===== config.mk =====
export PLATFORM = sky130hd
export DESIGN_NAME = mpbm_ctrl
export DESIGN_NICKNAME = d
export VERILOG_FILES = /design/src/rtl/core/mpbm_pkg.sv /design/src/rtl/core/mpbm_ctrl.sv
export SDC_FILE = /design/constraint.sdc
export NUM_CORES = 1
export LEC_CHECK = 0
export BUFFER_PORTS_ARGS = -buffer_cell sky130_fd_sc_hd__buf_4
export CAP_MARGIN = 0
export CORE_AREA = 2 2 42 44
export CTS_CLUSTER_SIZE = 8
export DETAILED_ROUTE_END_ITERATION = 16
export DIE_AREA = 0 0 44 46
export PLACE_DENSITY_LB_ADDON = 0.15
export SYNTH_ARGS = -nofsm -noshare
export SYNTH_HDL_FRONTEND = slang
export SYNTH_SLANG_ARGS = --single-unit

===== constraint.sdc =====
create_clock -name clk -period 1.8 [get_ports clk]
set_input_delay 0.27 -clock clk [delete_from_list [all_inputs] [get_ports clk]]
set_output_delay 0.27 -clock clk [all_outputs]
set_load 0.05 [all_outputs]

===== src/rtl/core/mpbm_pkg.sv =====
// Shared types and constants of the multi-pattern byte matcher.
// Used by the controller, the datapath, the top level and the checker.
package mpbm_pkg;

    localparam int MAX_NODES       = 256;
    localparam int NODE_W          = $clog2(MAX_NODES);
    localparam int CNT_W           = NODE_W + 1;
    localparam int GADDR_W         = NODE_W + 8;
    localparam int MAX_PATTERNS    = 64;
    localparam int PAT_W           = 7;
    localparam int PIDX_W          = $clog2(MAX_PATTERNS);
    localparam int MAX_PATTERN_LEN = 16;
    localparam int LEN_W           = $clog2(MAX_PATTERN_LEN + 1);
    localparam int POS_W           = 16;
    localparam int MAX_RES         = 16;
    localparam int RES_W           = $clog2(MAX_RES + 1);

    localparam logic [1:0] ACT_LOAD    = 2'd0;
    localparam logic [1:0] ACT_BUILD   = 2'd1;
    localparam logic [1:0] ACT_TEXT    = 2'd2;
    localparam logic [1:0] ACT_RESTART = 2'd3;

    localparam logic [1:0] KIND_MATCH      = 2'd0;
    localparam logic [1:0] KIND_BUILD_DONE = 2'd1;
    localparam logic [1:0] KIND_BUILD_FAIL = 2'd2;

    typedef struct packed {
        logic [1:0] action;
        logic [7:0] data_byte;
        logic       pattern_end;
    } item_t;

    typedef struct packed {
        logic [1:0]       kind;
        logic [PAT_W-1:0] pattern_id;
        logic [POS_W-1:0] match_start;
        logic [POS_W-1:0] match_end;
        logic             last_result;
    } result_t;

    typedef enum logic [4:0] {
        ST_CLEAR, ST_IDLE, ST_DISPATCH,
        ST_LD_RD, ST_LD_CHK, ST_LD_END,
        ST_REPLY,
        ST_BFS_INIT, ST_BFS_POP, ST_BFS_POPW, ST_BFS_RD, ST_BFS_RDW,
        ST_BFS_FWW, ST_BFS_WG, ST_BFS_WGW, ST_BFS_NEXT,
        ST_SC_G, ST_SC_GW, ST_SC_FW, ST_SC_CH, ST_SC_CHW, ST_SC_LW, ST_SC_FIN
    } state_t;

    typedef enum logic [4:0] {
        OP_NONE, OP_CLEAR, OP_ACCEPT, OP_DISPATCH,
        OP_LD_RD, OP_LD_CHK, OP_LD_END,
        OP_REPLY,
        OP_BFS_INIT, OP_BFS_POP, OP_BFS_POPW, OP_BFS_RD, OP_BFS_RDW,
        OP_BFS_FWW, OP_BFS_WG, OP_BFS_WGW, OP_BFS_NEXT,
        OP_SC_G, OP_SC_GW, OP_SC_FW, OP_SC_CH, OP_SC_CHW, OP_SC_LW, OP_SC_FIN
    } op_t;

    typedef struct packed {
        op_t op;
    } dp_cmd_t;

    typedef struct packed {
        logic       clr_done;
        logic       built;
        logic       overflow;
        logic       depth_full;
        logic       pat_end;
        logic       child_zero;
        logic       nodes_full;
        logic       u_root;
        logic       p_root;
        logic       queue_more;
        logic       byte_last;
        logic       id_zero;
        logic       chain_done;
        logic       pend_valid;
        logic       out_free;
        logic [1:0] act;
    } dp_stat_t;

endpackage


===== src/rtl/core/mpbm_ctrl.sv =====
// Sequencer of the matcher: clearing pass, loading, breadth-first build, scan.
// Depends on mpbm_pkg; drives the datapath by command, reads its status.
module mpbm_ctrl (
    input  logic               clk,
    input  logic               rst_n,
    input  logic               item_valid,
    output logic               item_stall,
    input  mpbm_pkg::dp_stat_t stat,
    output mpbm_pkg::dp_cmd_t  cmd
);
    import mpbm_pkg::*;

    state_t state_reg;
    state_t state_next;

    always_ff @(posedge clk or negedge rst_n)
    begin
        if (!rst_n)
        begin
            state_reg <= ST_CLEAR;
        end
        else
        begin
            state_reg <= state_next;
        end
    end

    always_comb
    begin
        state_next = state_reg;
        unique case (state_reg)
            ST_CLEAR:    if (stat.clr_done) state_next = ST_IDLE;
            ST_IDLE:     if (item_valid) state_next = ST_DISPATCH;
            ST_DISPATCH:
            begin
                unique case (stat.act)
                    ACT_LOAD:
                        state_next = (stat.built || stat.overflow || stat.depth_full)
                                     ? ST_IDLE : ST_LD_RD;
                    ACT_BUILD:
                        state_next = (stat.built || stat.overflow) ? ST_REPLY : ST_BFS_INIT;
                    ACT_TEXT:
                        state_next = stat.built ? ST_SC_G : ST_IDLE;
                    default:
                        state_next = ST_IDLE;
                endcase
            end
            ST_LD_RD:    state_next = ST_LD_CHK;
            ST_LD_CHK:
            begin
                priority if (stat.child_zero && stat.nodes_full) state_next = ST_IDLE;
                else if (stat.pat_end) state_next = ST_LD_END;
                else state_next = ST_IDLE;
            end
            ST_LD_END:   state_next = ST_IDLE;
            ST_REPLY:    if (stat.out_free) state_next = ST_IDLE;
            ST_BFS_INIT: state_next = ST_BFS_POP;
            ST_BFS_POP:  state_next = stat.queue_more ? ST_BFS_POPW : ST_REPLY;
            ST_BFS_POPW: state_next = ST_BFS_RD;
            ST_BFS_RD:   state_next = ST_BFS_RDW;
            ST_BFS_RDW:
                state_next = (stat.child_zero || stat.u_root) ? ST_BFS_NEXT : ST_BFS_FWW;
            ST_BFS_FWW:  state_next = ST_BFS_WG;
            ST_BFS_WG:   state_next = ST_BFS_WGW;
            ST_BFS_WGW:
                state_next = (!stat.child_zero || stat.p_root) ? ST_BFS_NEXT : ST_BFS_FWW;
            ST_BFS_NEXT: state_next = stat.byte_last ? ST_BFS_POP : ST_BFS_RD;
            ST_SC_G:     state_next = ST_SC_GW;
            ST_SC_GW:
                state_next = (!stat.child_zero || stat.p_root) ? ST_SC_CH : ST_SC_FW;
            ST_SC_FW:    state_next = ST_SC_G;
            ST_SC_CH:    state_next = stat.chain_done ? ST_SC_FIN : ST_SC_CHW;
            ST_SC_CHW:   state_next = stat.id_zero ? ST_SC_CH : ST_SC_LW;
            ST_SC_LW:    if (!stat.pend_valid || stat.out_free) state_next = ST_SC_CH;
            ST_SC_FIN:   if (!stat.pend_valid || stat.out_free) state_next = ST_IDLE;
            default:     state_next = ST_IDLE;
        endcase
    end

    always_comb
    begin
        item_stall = (state_reg != ST_IDLE);
        unique case (state_reg)
            ST_CLEAR:    cmd.op = OP_CLEAR;
            ST_IDLE:     cmd.op = item_valid ? OP_ACCEPT : OP_NONE;
            ST_DISPATCH: cmd.op = OP_DISPATCH;
            ST_LD_RD:    cmd.op = OP_LD_RD;
            ST_LD_CHK:   cmd.op = OP_LD_CHK;
            ST_LD_END:   cmd.op = OP_LD_END;
            ST_REPLY:    cmd.op = OP_REPLY;
            ST_BFS_INIT: cmd.op = OP_BFS_INIT;
            ST_BFS_POP:  cmd.op = OP_BFS_POP;
            ST_BFS_POPW: cmd.op = OP_BFS_POPW;
            ST_BFS_RD:   cmd.op = OP_BFS_RD;
            ST_BFS_RDW:  cmd.op = OP_BFS_RDW;
            ST_BFS_FWW:  cmd.op = OP_BFS_FWW;
            ST_BFS_WG:   cmd.op = OP_BFS_WG;
            ST_BFS_WGW:  cmd.op = OP_BFS_WGW;
            ST_BFS_NEXT: cmd.op = OP_BFS_NEXT;
            ST_SC_G:     cmd.op = OP_SC_G;
            ST_SC_GW:    cmd.op = OP_SC_GW;
            ST_SC_FW:    cmd.op = OP_SC_FW;
            ST_SC_CH:    cmd.op = OP_SC_CH;
            ST_SC_CHW:   cmd.op = OP_SC_CHW;
            ST_SC_LW:    cmd.op = OP_SC_LW;
            ST_SC_FIN:   cmd.op = OP_SC_FIN;
            default:     cmd.op = OP_NONE;
        endcase
    end

endmodule


Word-level counts from Yosys, hierarchy flattened
Cells that the tools add are included.
{"block": "op_classes", "n_addsub": 0, "mul": 0, "div": 0, "magnitude_cmp": 0, "eq_ne": 30, "shift": 0, "n_mux": 21, "n_bitwise": 0, "reduce_logical": 11}
{"op": "$pmux 5 s23", "n": 1}
{"op": "$pmux 5 s22", "n": 1}
{"op": "$eq 5x4->1 const B", "n": 8}
{"op": "$eq 5x5->1 const B", "n": 7}
{"op": "$mux 5", "n": 6}
{"op": "$eq 5x3->1 const B", "n": 4}
{"op": "$pmux 5 s3", "n": 1}
{"op": "$mux 2", "n": 6}
{"op": "$eq 5x2->1 const B", "n": 2}
{"op": "$ne 2x2->1 const B", "n": 5}
{"op": "$mux 3", "n": 3}
{"op": "$eq 5x1->1 const B", "n": 1}
{"op": "$logic_not 5->1", "n": 1}
{"op": "$logic_or 1x1->1", "n": 5}
{"op": "$ne 5x1->1 const B", "n": 1}
{"op": "$reduce_and 5->1", "n": 1}
{"op": "$mux 4", "n": 1}
{"op": "$eq 2x1->1 const B", "n": 1}
{"op": "$eq 2x2->1 const B", "n": 1}
{"op": "$logic_not 1->1", "n": 2}
{"op": "$logic_not 2->1", "n": 1}
{"op": "$mux 1", "n": 2}
{"op": "$logic_and 1x1->1", "n": 1}
{"block": "word_totals", "ff_bits": 5, "latchBits": 0, "ram_bits": 0, "rom_bits": 0, "inputBits": 20, "n_memories": 0}

Longest topological paths before layout
Gate-level depths: netlist of the first run.
{"block": "depth", "word_depth": 5, "ltp_mapped": 7, "ltp_nobuf": 5}

Worst setup path before layout of the first run
Ideal clock, no wire load.
{"block": "synth_path", "kind": "register to output", "startpoint": "register state_reg[0]", "endpoint": "output port cmd[1] (netlist bit)", "t_arrival_ns": 2.021, "t_required_ns": 1.530, "slack_ns": -0.491, "stages_incl_launch_ff": 5, "n_path_buf": 2, "path_cell_list": "dfrtp_1 buf_6 clkbuf_1 a21oi_1 a221oi_1"}
{"element": "from (decl)", "line_no": "mpbm_ctrl.sv:13", "rtl": "state_t state_reg;"}
{"element": "from (signal assigned)", "line_no": "mpbm_ctrl.sv:24", "rtl": "state_reg <= state_next;"}
{"element": "to (decl)", "line_no": "mpbm_ctrl.sv:9", "rtl": "output mpbm_pkg::dp_cmd_t cmd"}

==> out/metrics.cfg, run 1 <==
[outcome]
run_status=complete, no violations

[grt]
globalRoute.totalOverflow=0
antenna_violations_before_repair=0
grt_usage=0.2127
maximum_number_of_pins_on_one_net_before_global_route_repair=20
first_global_vias=781
wire_length_of_the_first_global_routing_pass_um=3208

[synth]
synthDominantCellAreaShare=0.1748
synthesis.yosys.warnings=0
netlist_area_before_placement_um2=715.7
synth-edff-count=0
synthDistinctLibCells=40
synth_area_per_cell_um2=7.303
postSynthCellCount=98
synth.yosys.seq_area_share=0.1748
post-synth-top-area-cell=sky130_fd_sc_hd__dfrtp_1
yosys-top-cells-count=15 x sky130_fd_sc_hd__a21oi_1, 8 x sky130_fd_sc_hd__nand2b_1, 6 x sky130_fd_sc_hd__buf_2, 6 x sky130_fd_sc_hd__nor3_1
most_frequently_used_cell_type_in_the_post_synthesis_netlist=sky130_fd_sc_hd__a21oi_1
synth.top_cells.by_area=sky130_fd_sc_hd__dfrtp_1 17%, sky130_fd_sc_hd__a21oi_1 10%, sky130_fd_sc_hd__nand2b_1 7.0%
synth_nets=118
synth.ff_latch_count=5
synth-main-ff-cell=sky130_fd_sc_hd__dfrtp_1
async_flop_share=1.000

[power]
pwrdens_mw_per_mm2=1786
peakVddDrop_v=0.0008971
total_design_power_mw=1.772
leakage_nw=0.4083

[place]
place_area_um2=944.7
dp_hpwl_um=1474
buffer_ports.inserted=25
gp_routability_congestion=0.8317

[worst_setup_path]
setup.worst_path.class=reg -> out
cpPeakStageDelay_ns=0.39
r2r.worst_path.cells=5
cp-start-kind=flip-flop
ff2ff_setup_slack_ns=0.11
cp.arrival_ns=1.46
worst_path_max_delay_cell=sky130_fd_sc_hd__dfrtp_1
worst-path-max-fanout=17
setup.worst_path.end_class=output pin
launching_point_of_the_worst_reg2reg_path=state_reg[1]$_DFFE_PN0P_
r2r-end=state_reg[1]$_DFFE_PN0P_
crit_chain=buf_6, nand3_1, xor2_1, nor2_2, buf_4
worstPathRequired_ns=1.53

[final_layout]
number_of_flip_flops_in_the_largest_register=5
drive_gt1_frac=0.3600
area_growth_pct=38.64
post-route-cell-area_um2=992.2
antenna_cells_inserted=0
nets=146
finalCoreUtilization=0.6147
fillCellCount=161

[drt]
drtAntennaViolNets=0
drt-pass1-iter-count=4
via_per_inst=5.930
dr_total_vias=842
wl_per_cell_um=13.76
drc=0
initialDrtViolationCount=17
drt-total-wl_um=1954

[floorplan]
floorplan.core_area_mm2=0.001614
fp-row-count=15
num_io_pins=26
die_width_um=44
fp.dieH_um=46
fp.dieArea_mm2=0.002024
initial_utilization=0.4434

[timing]
layout_worst_path_cycle_share=0.9619
finalCriticalPeriod_ns=1.731
maxClockFrequency_mhz=577.5
tightest_slew_ns=0.2811
finalHoldViolations=0
clock-skew-final_ns=0.001310
rsz0062_at_grt=yes
finalSetupTns_ns=0
timing.final.setup_violations=0
drv_slew=0
timing.slew.headroom=0.8115

[cts]
clk_pin_slew_ns=0.04
clock_tree.root_cell=sky130_fd_sc_hd__clkbuf_4
htree_num_levels=1
clkSinkCount=5
number_of_buffers_inserted_during_clock_tree_synthesis=3
cts_tree=built
clock_tree.buffer_depth=2
clk_latency_ns=0.23

[job]
maxCapViolations=0

[worst_hold_path]
class_of_the_worst_hold_path=in -> async

## per-stage QoR
step           hold slack, ns  setup slack (ns)  instances
6_report               0.3599           0.06854        142
5_1_grt                0.3771          -0.02247        142
4_1_cts                0.3553           0.01869        142
3_5_place_dp          0.07095            0.1062        137
3_3_place_gp          0.07137            0.1354        137
2_1_floorplan        -0.02559           -0.2228         98
## worst max-delay path: cells and delay by family, from the launching register on
family,cells,cell delay [ns]
buf+inv,2,0.38
xor+xnor,1,0.19
simple gates,2,0.25
flops,1,0.39
## metal layers
| layer | wire, um | up-vias | share of wire | GRT usage |
|---|---|---|---|---|
| met1 | 830 | 384 | 0.42 | 0.2716 |
| li1 | - | 418 | - | - |
| met4 | 19 | 0 | 0.0097 | 0.1212 |
| met3 | 109 | 2 | 0.056 | 0.04365 |
| met2 | 995 | 38 | 0.51 | 0.3324 |
| met5 | 0 | - | 0 | 0 |
## power breakdown
group | total [mW] | internal, mW | leakage (nW) | switching [mW]
logic | 1.39 | 0.572 | 0.331 | 0.819
registers | 0.257 | 0.166 | 0.0620 | 0.0912
clock network | 0.124 | 0.0834 | 0.0150 | 0.0405
total | 1.77 | 0.822 | 0.408 | 0.950
## area by class of cell
cell class / count / area [um2] / area share
Sequential cell: 5 / 127.6 / 0.1286
Multi-Input combinational cell: 82 / 546.8 / 0.5511
Timing Repair Buffer: 33 / 266.5 / 0.2686
Inverter: 1 / 3.754 / 0.003783
Clock buffer: 4 / 26.28 / 0.02648
Tap cell: 17 / 21.27 / 0.02144
## cell families after synthesis
logic type,synth area share
and+or+nand+nor,0.3776
AOI/OAI and AO/OA,0.2658
buffers and inverters,0.08565
DFF,0.1748
muxes,0.05944
xor gates and xnor gates,0.03672
## worst max-delay path by stage
stage,from,endpoint
2_1_floorplan,state_reg[0]$_DFFE_PN0P_,cmd[4]
3_3_place_gp,state_reg[1]$_DFFE_PN0P_,state_reg[0]$_DFFE_PN0P_
3_5_place_dp,state_reg[1]$_DFFE_PN0P_,state_reg[1]$_DFFE_PN0P_
4_1_cts,state_reg[0]$_DFFE_PN0P_,cmd[3]
5_1_grt,state_reg[0]$_DFFE_PN0P_,cmd[3]
6_report,state_reg[0]$_DFFE_PN0P_,cmd[3]
## cell usage in the layout, fill, tap and decap left out, types with 4 or more instances in the layout
cell type	synthesis	layout
sky130_fd_sc_hd__o21ai_0	4	4
sky130_fd_sc_hd__buf_4	1	30
sky130_fd_sc_hd__nand3_1	5	5
sky130_fd_sc_hd__a21oi_1	15	14
sky130_fd_sc_hd__nor3_1	6	5
sky130_fd_sc_hd__nand2b_1	8	8
sky130_fd_sc_hd__nand2_1	4	4
## repair_timing
action / 4_1_cts / 5_1_grt
buffers inserted: 0 / 0
gates cloned: 0 / 0
setup endpoints to repair: 2 / 3
hold buffers: 1 / 0
resized for setup: 2 / 2
endpoints found under the hold margin: 5 / 0
Power figures use the tool's default switching activity.
==> run 2: changes to the inputs <==
Settings changed: CORE_AREA 2 2 42 44 to 2 2 41 43, DIE_AREA 0 0 44 46 to 0 0 43 45, REMOVE_ABC_BUFFERS set to 1.
Clock period 1.8 ns to 2.1 ns, I/O delays scaled along.
==> run 2 against run 1 <==
Global-route usage grew 1.2 points. Worst setup slack gained 0.088 ns. Critical endpoint is now cmd[1]. Clock skew grew 0.0051 ns. Register-to-register slack gained 0.18 ns. Worst hold slack gained 0.070 ns. Cell area shrank 5.8%. Total power shrank 19%. Sequential power grew 11%. Highest routed layer unchanged.
==> out/metrics.cfg, run 2 (synthesis gave the netlist of run 1 again) <==
[grt]
grt_peak_use_layer=met2
maximum_number_of_pins_on_one_net_before_global_route_repair=21  ; +5.0%
first_global_vias=793  ; +1.5%
grtUsageMet2=0.4030  ; +0.07068
wire_length_of_the_first_global_routing_pass_um=3318  ; +3.4%
antenna_violations_before_repair=0  ; unchanged
globalRoute.totalOverflow=0  ; unchanged
grt_usage=0.2245  ; +0.01172
met1_routing_resource_usage_after_global_routing=0.2617  ; -0.009906
use_met3=0.04400  ; +0.0003492

[final_layout]
antenna_cells_inserted=0  ; unchanged
drive_gt1_frac=0.3115  ; -0.04852
number_of_flip_flops_in_the_largest_register=5  ; unchanged
final_common_cell=sky130_fd_sc_hd__buf_4
most-common-layout-cells=29 x sky130_fd_sc_hd__buf_4, 15 x sky130_fd_sc_hd__a21oi_1, 8 x sky130_fd_sc_hd__nand2b_1
finalCoreUtilization=0.6352  ; +0.02048
area_growth_pct=30.59
post-route-cell-area_um2=934.6  ; -5.8%
nets=143  ; -2.1%

[drt]
initialDrtViolationCount=26  ; +9
drc=0  ; unchanged
drt-total-wl_um=2004  ; +2.6%
wl_per_cell_um=14.52  ; +5.5%
via_per_inst=6.051  ; +2.0%
drtAntennaViolNets=0  ; unchanged
dr_total_vias=835  ; -0.83%
drt-pass1-iter-count=4  ; unchanged

[worst_setup_path]
worst-path-max-fanout=14  ; -3
cp.arrival_ns=1.63  ; +0.17 ns
setup.worst_path.end_class=output pin
worstPathRequired_ns=1.78  ; +0.25 ns
cpPeakStageDelay_ns=0.50  ; +0.11 ns
crit_chain=nor3_1, nand2b_1, a21oi_1, a221oi_1, buf_4
worst_path_max_delay_cell=sky130_fd_sc_hd__dfrtp_2
setup.worst_path.class=reg -> out
category_of_cells_accounting_for_the_largest_share_of_critical_path_delay=flip-flops
cp_num_buf_inv=1  ; -1
cp-start-kind=flip-flop

[cts]
clkSinkCount=5  ; unchanged
cts_tree=built
clock_tree.root_cell=sky130_fd_sc_hd__clkbuf_4
clock_tree.buffer_depth=2  ; unchanged
clk_pin_slew_ns=0.05  ; about the same
htree_num_levels=1  ; unchanged
number_of_buffers_inserted_during_clock_tree_synthesis=3  ; unchanged
clk_latency_ns=0.24  ; about the same

[outcome]
run_status=complete, no violations

[timing]
drv_slew=0  ; unchanged
timing.slew.headroom=0.7355  ; -0.07604
finalSetupTns_ns=0  ; unchanged
finalCriticalPeriod_ns=1.943
tightest_slew_ns=0.3968  ; +0.1158 ns
finalHoldViolations=0  ; unchanged
maxClockFrequency_mhz=514.6
layout_worst_path_cycle_share=0.9254
timing.final.setup_violations=0  ; unchanged
layout_setup_ws_ns=0.1567  ; +0.08821 ns
rsz0062_at_grt=no
clock-skew-final_ns=0.006449  ; +0.005139 ns

[place]
buffer_ports.inserted=25  ; unchanged
dp_hpwl_um=1428  ; -3.1%
gp_routability_congestion=0.9144  ; +9.9%
dp_worst_setup_slack_ns=0.2750  ; +0.1688 ns
place_area_um2=895.9  ; -5.2%

[floorplan]
fp-row-count=14  ; -1
die_width_um=43  ; -2.3%
floorplan.core_area_mm2=0.001471  ; -8.8%
initial_utilization=0.4864  ; +0.04298
fp.dieH_um=45  ; -2.2%
num_io_pins=26  ; unchanged
fp.dieArea_mm2=0.001935  ; -4.4%

[power]
leakage_nw=0.3820  ; -6.4%
clkPwrFrac=0.078  ; +0.008
p_sw_frac=0.5548  ; +0.01857
share_comb_of_total_power=0.722  ; -0.063
total_design_power_mw=1.432  ; -19%
pwrdens_mw_per_mm2=1532  ; -14%
p_sw_mw=0.7944  ; -16%
power.internal_mw=0.6374  ; -22%
p_seq_frac=0.200  ; +0.055
peakVddDrop_v=0.0005896  ; -34%

[job]
maxCapViolations=0  ; unchanged

[worst_hold_path]
class_of_the_worst_hold_path=in -> async

## run 2: final timing paths
path	start	to	slack, ns	cells after the start
setup reg to reg	state_reg[1]$_DFFE_PN0P_	state_reg[1]$_DFFE_PN0P_	0.29	5
max in group asynchronous	rst_n	state_reg[2]$_DFFE_PN0P_	1.55	2
hold / removal	rst_n	state_reg[0]$_DFFE_PN0P_	0.43	2
min in group clk	stat[3]	state_reg[4]$_DFFE_PN0P_	0.46	3
hold reg to reg	state_reg[4]$_DFFE_PN0P_	state_reg[3]$_DFFE_PN0P_	0.67	1
setup / recovery	state_reg[4]$_DFFE_PN0P_	cmd[1]	0.16	5
## run 2: power by group through the flow
stage / clock [mW] / combinational (mW) / sequential (mW)
3_3_place_gp: 0 / 1.01 / 0.276
3_5_place_dp: 0 / 1.02 / 0.280
2_1_floorplan: 0 / 0.702 / 0.284
6_report: 0.112 / 1.03 / 0.286
5_1_grt: 0.118 / 1.12 / 0.301
4_1_cts: 0.114 / 1.03 / 0.279
## run 2: repair_timing
item | 4_1_cts | 5_1_grt
gates resized for setup | 0 | 2
buffers inserted | 0 | 0
setup endpoints to repair | 0 | 2
hold endpoints to repair | 5 | 0
hold buffers | 1 | 0
## run 2: per-stage QoR
stage	instances	hold WS (ns)
4_1_cts	138	0.4014
3_5_place_dp	133	0.1176
5_1_grt	138	0.4291
2_1_floorplan	88	0.01941
3_3_place_gp	133	0.1170
6_report	138	0.4304
## run 2: layout make-up
type | instances | area (um2)
inverter | 1 | 3.754
tap | 16 | 20.02
fill | 134 | 536.8
sequential | 5 | 127.6
timing repair buffer | 30 | 227.7
clock buffer | 4 | 26.28
multi-input combinational | 82 | 529.3
## run 2: metal layers
layer	share of wire	wire, um	vias up
met5	0	0	-
met4	0.016	32	0
met3	0.081	163	4
met2	0.51	1028	46
met1	0.39	779	380
li1	-	-	405
